$ cat config.mk
export PLATFORM = sky130hd
export DESIGN_NAME = psa_ram
export DESIGN_NICKNAME = d
export VERILOG_FILES = /design/src/hw/rtl/psa_ram.sv
export SDC_FILE = /design/constraint.sdc
export NUM_CORES = 1
export LEC_CHECK = 0
export BUFFER_PORTS_ARGS = -buffer_cell sky130_fd_sc_hd__buf_2
export CAP_MARGIN = 20
export CORE_MARGIN = 2
export CORE_UTILIZATION = 30
export DETAILED_ROUTE_END_ITERATION = 16
export GPL_TIMING_DRIVEN = 0
export PLACE_DENSITY_LB_ADDON = 0.05
export RECOVER_POWER = 25
export SYNTH_ARGS = -nofsm -noshare
export SYNTH_HDL_FRONTEND = slang
export SYNTH_SLANG_ARGS = --single-unit
$ cat constraint.sdc
create_clock -name clk -period 4.84 [get_ports clk]
set_clock_uncertainty 0.2 [all_clocks]
set_input_delay 0.968 -clock clk [delete_from_list [all_inputs] [get_ports clk]]
set_output_delay 0.968 -clock clk [all_outputs]
set_load 0.05 [all_outputs]
$ cat src/hw/rtl/psa_ram.sv
// ----------------------------------------------------------------------------
// psa_ram
// Generic single-port-write, single-port-read RAM with registered read data.
// ----------------------------------------------------------------------------
module psa_ram #(
  parameter int WIDTH = 8,
  parameter int DEPTH = 16
) (
  input  logic                     clk,
  input  logic                     we,
  input  logic [$clog2(DEPTH)-1:0] waddr,
  input  logic [WIDTH-1:0]         wdata,
  input  logic                     re,
  input  logic [$clog2(DEPTH)-1:0] raddr,
  output logic [WIDTH-1:0]         rdata
);

  logic [WIDTH-1:0] mem [DEPTH];

  always_ff @(posedge clk) begin
    if (we) begin
      mem[waddr] <= wdata;
    end
    if (re) begin
      rdata <= mem[raddr];
    end
  end

endmodule

==> summary.md <==
| Metric | Value |
|---|---|
| Worst-Margin Slew | `approximately 880 ps` |
| CP Class | `in2reg` |
| Layout cell share with drive strength beyond 1 | `between 20% and 30%` |
| Syn Std Cell Area | `5230 um^2` |
| Cells after synthesis | `~230` |
| CTS buffer count | `17` |
| Crit-path max FO | `8` |
| FF+latch count, synth | `roughly 140` |
| Die Y | `between 100 and 150 um` |
| Max Cap Viol | `0` |
| Leak pwr | `about 2.0 nW` |
| H-tree levels | `4` |
| R2R depth | `3` |
| Wire per inst | `~23 um` |
| Status | `completed` |
| PwrDens | `440 nW/um^2` |
| Die width | `136 um` |
| Drc violations | `0` |
| Fmax | `404 MHz` |
| CTS tree | `yes` |
| First-pass GRT wire length | `about 17 mm` |
| Worst Path Required | `approximately 4700 ps` |
| Crit path largest cell delay | `between 600 and 700 ps` |
| CP endpoint kind | `flip-flop` |
| Most common cell after layout, fill and taps aside | `edfxtp_1` |
| Core Footprint | `17200 um^2` |
| Syn Area/Cell | `22.8 um^2` |
| # hold bufs at CTS | `0` |
| Unrepaired setup endpoints after global routing | `no` |
| Post-route ant nets | `0` |
| IO Port Bufs | `25` |
| HPWL after detailed placement | `7.59 mm` |
| Diodes inserted | `0` |
| Non-filler cells, final | `513` |
| Minimum clock period | `between 2000 and 2500 ps` |
| Largest net degree at the start of global routing | `17` |
| Seq/Total Area, Yosys | `between 70 and 80%` |
| First-pass iteration count of the detailed router | `4` |
| Crit path DAT | `between 2000 and 2500 ps` |
| Initial DRC count | `around 260` |
| Origin of the critical flop-to-flop path | `mem[7][7]` |
| CTS Buffer Depth | `2` |
| Final Hold Vio Count | `0` |
| Inst Count DP | `slightly below 500` |
| Period utilization | `about half` |
| Yosys cell types | `18` |
| Maximum VDD drop | `0.234 mV` |
| Hold_sp | `mem[3][3]` |
| Post-CTS Setup Bufs | `0` |
| Routability cong. | `about 0.64` |
| Worst skew pair latency | `around 400 ps` |
| Final net count | `about 300` |
| CP max-delay cell | `nor2_1` |
| Synth warn | `0` |
| Worst setup SP type | `input port` |
| Die area | `between 15000 and 20000 um^2` |
| Area grow syn2layout | `18.9%` |
| Crit-path cells | `buf_2 -> or3b_2 -> nor2_1` |
| Clock Pin Slew Worst Setup and Hold Paths | `around 60 ps` |
| FP Rows | `48` |
| DRT Wirelength | `around 12 mm` |
| Reg2reg end | `rdata[7]` |
| Initial Utilization | `30.4%` |
| Final TNS setup | `0 ps` |
| I/O pin count | `27` |
| Total grt overflow | `0` |
| CTS Sinks | `roughly 140` |
| Initial antenna violation count | `0` |
| Max_slew headroom | `41.4%` |
| Via-to-Cell Ratio | `around 4.7` |
| Global Route Usage Sum | `13.8%` |
| CTS resizes | `0` |
| Vias in the first global route | `about 2.5k` |
| Class of the worst hold path | `reg2reg` |
| R2r setup slk | `just over 3000 ps` |
| Max Slew Vio Count | `0` |
| Routed vias | `2418` |
| Hold Path End | `rdata[3]` |
| Most frequent cells in the layout | `edfxtp_1, buf_2, mux4_2` |
| Final Setup Violations | `0` |
| Hold path cells | `3` |
| Synth Net Count | `between 200 and 250` |
| Root Driver | `clkbuf_16` |
[how the worst max path moves through the flow]
| stage | start | end | cells after the start |
|---|---|---|---|
| detailed placement | waddr[2] | mem[2][0] | 3 |
| global placement | waddr[2] | mem[0][7] | 3 |
| global route | waddr[2] | mem[2][6] | 3 |
| floorplan | waddr[2] | mem[0][0] | 2 |
| finish | waddr[2] | mem[3][0] | 3 |
| CTS | waddr[2] | mem[2][0] | 3 |
[sequential cells by signal (all words and copies together), names as in the netlist]
| register | count |
|---|---|
| rdata | 8 |
| mem | 128 |
[power breakdown]
group          internal [W]  total [W]  switching (W)
logic             0.0000508   0.000150      0.0000988
clock network      0.000793    0.00125       0.000456
registers           0.00133    0.00133     0.00000530
[routing by layer]
layer | track usage, % | up-vias | wire, um
met5 | 0 | - | 0
met2 | 20.4 | 53 | 5420
met1 | 19.3 | 1272 | 5650
met3 | 3.39 | 17 | 452
li1 | - | 1076 | -
met4 | 5.90 | 0 | 183
[kinds of logic after synthesis]
kind of cell	synth area share, %
buf+inv	1.65
mux	14.8
simple gates	3.14
compound gates	2.30
flops	78.1
[through the flow]
stage | power, W | cell area [um^2] | hold WS, ps | worst slack [ps] | utilization, %
floorplan | 0.00144 | 5230 | 505 | 2180 | -
global placement | 0.00151 | 5630 | 544 | 1540 | 32.8
detailed placement | 0.00151 | 5660 | 561 | 1880 | 32.9
CTS | 0.00276 | 6220 | 575 | 2330 | 36.2
global route | 0.00282 | 6210 | 599 | 2280 | 36.2
finish | 0.00273 | 6210 | 569 | 2360 | 36.2
[final cells by class]
cell class | instances | area, um^2
buffer | 10 | 86.3
clock buffer | 18 | 429
clock inverter | 13 | 136
fill | 1625 | 11000
multi-input combinational | 83 | 1060
sequential | 136 | 4080
tap | 225 | 282
timing repair buffer | 28 | 135
[cell usage after synthesis]
library cell,instances,area (um^2)
mux4_1,14,368
nand2_1,9,33.8
nand2b_1,2,12.5
or3b_2,1,8.76
buf_2,3,15.0
clkdlybuf4s25_2,3,30.0
nor2_1,13,48.8
edfxtp_1,136,4080
buf_6,3,33.8
and2_1,1,6.26
buf_4,1,7.51
nand3b_1,2,15.0
nor3_1,4,20.0
a22oi_1,16,120
mux4_2,18,405
nand3_1,1,5.00
and2b_1,1,7.51
nor2b_1,1,6.26
[critical path, delay by kind of cell]
kind / cells / cell delay [ps]
buf+inv: 1 / 110
simple gates: 2 / 1230
(Power assumes the default switching activity.)
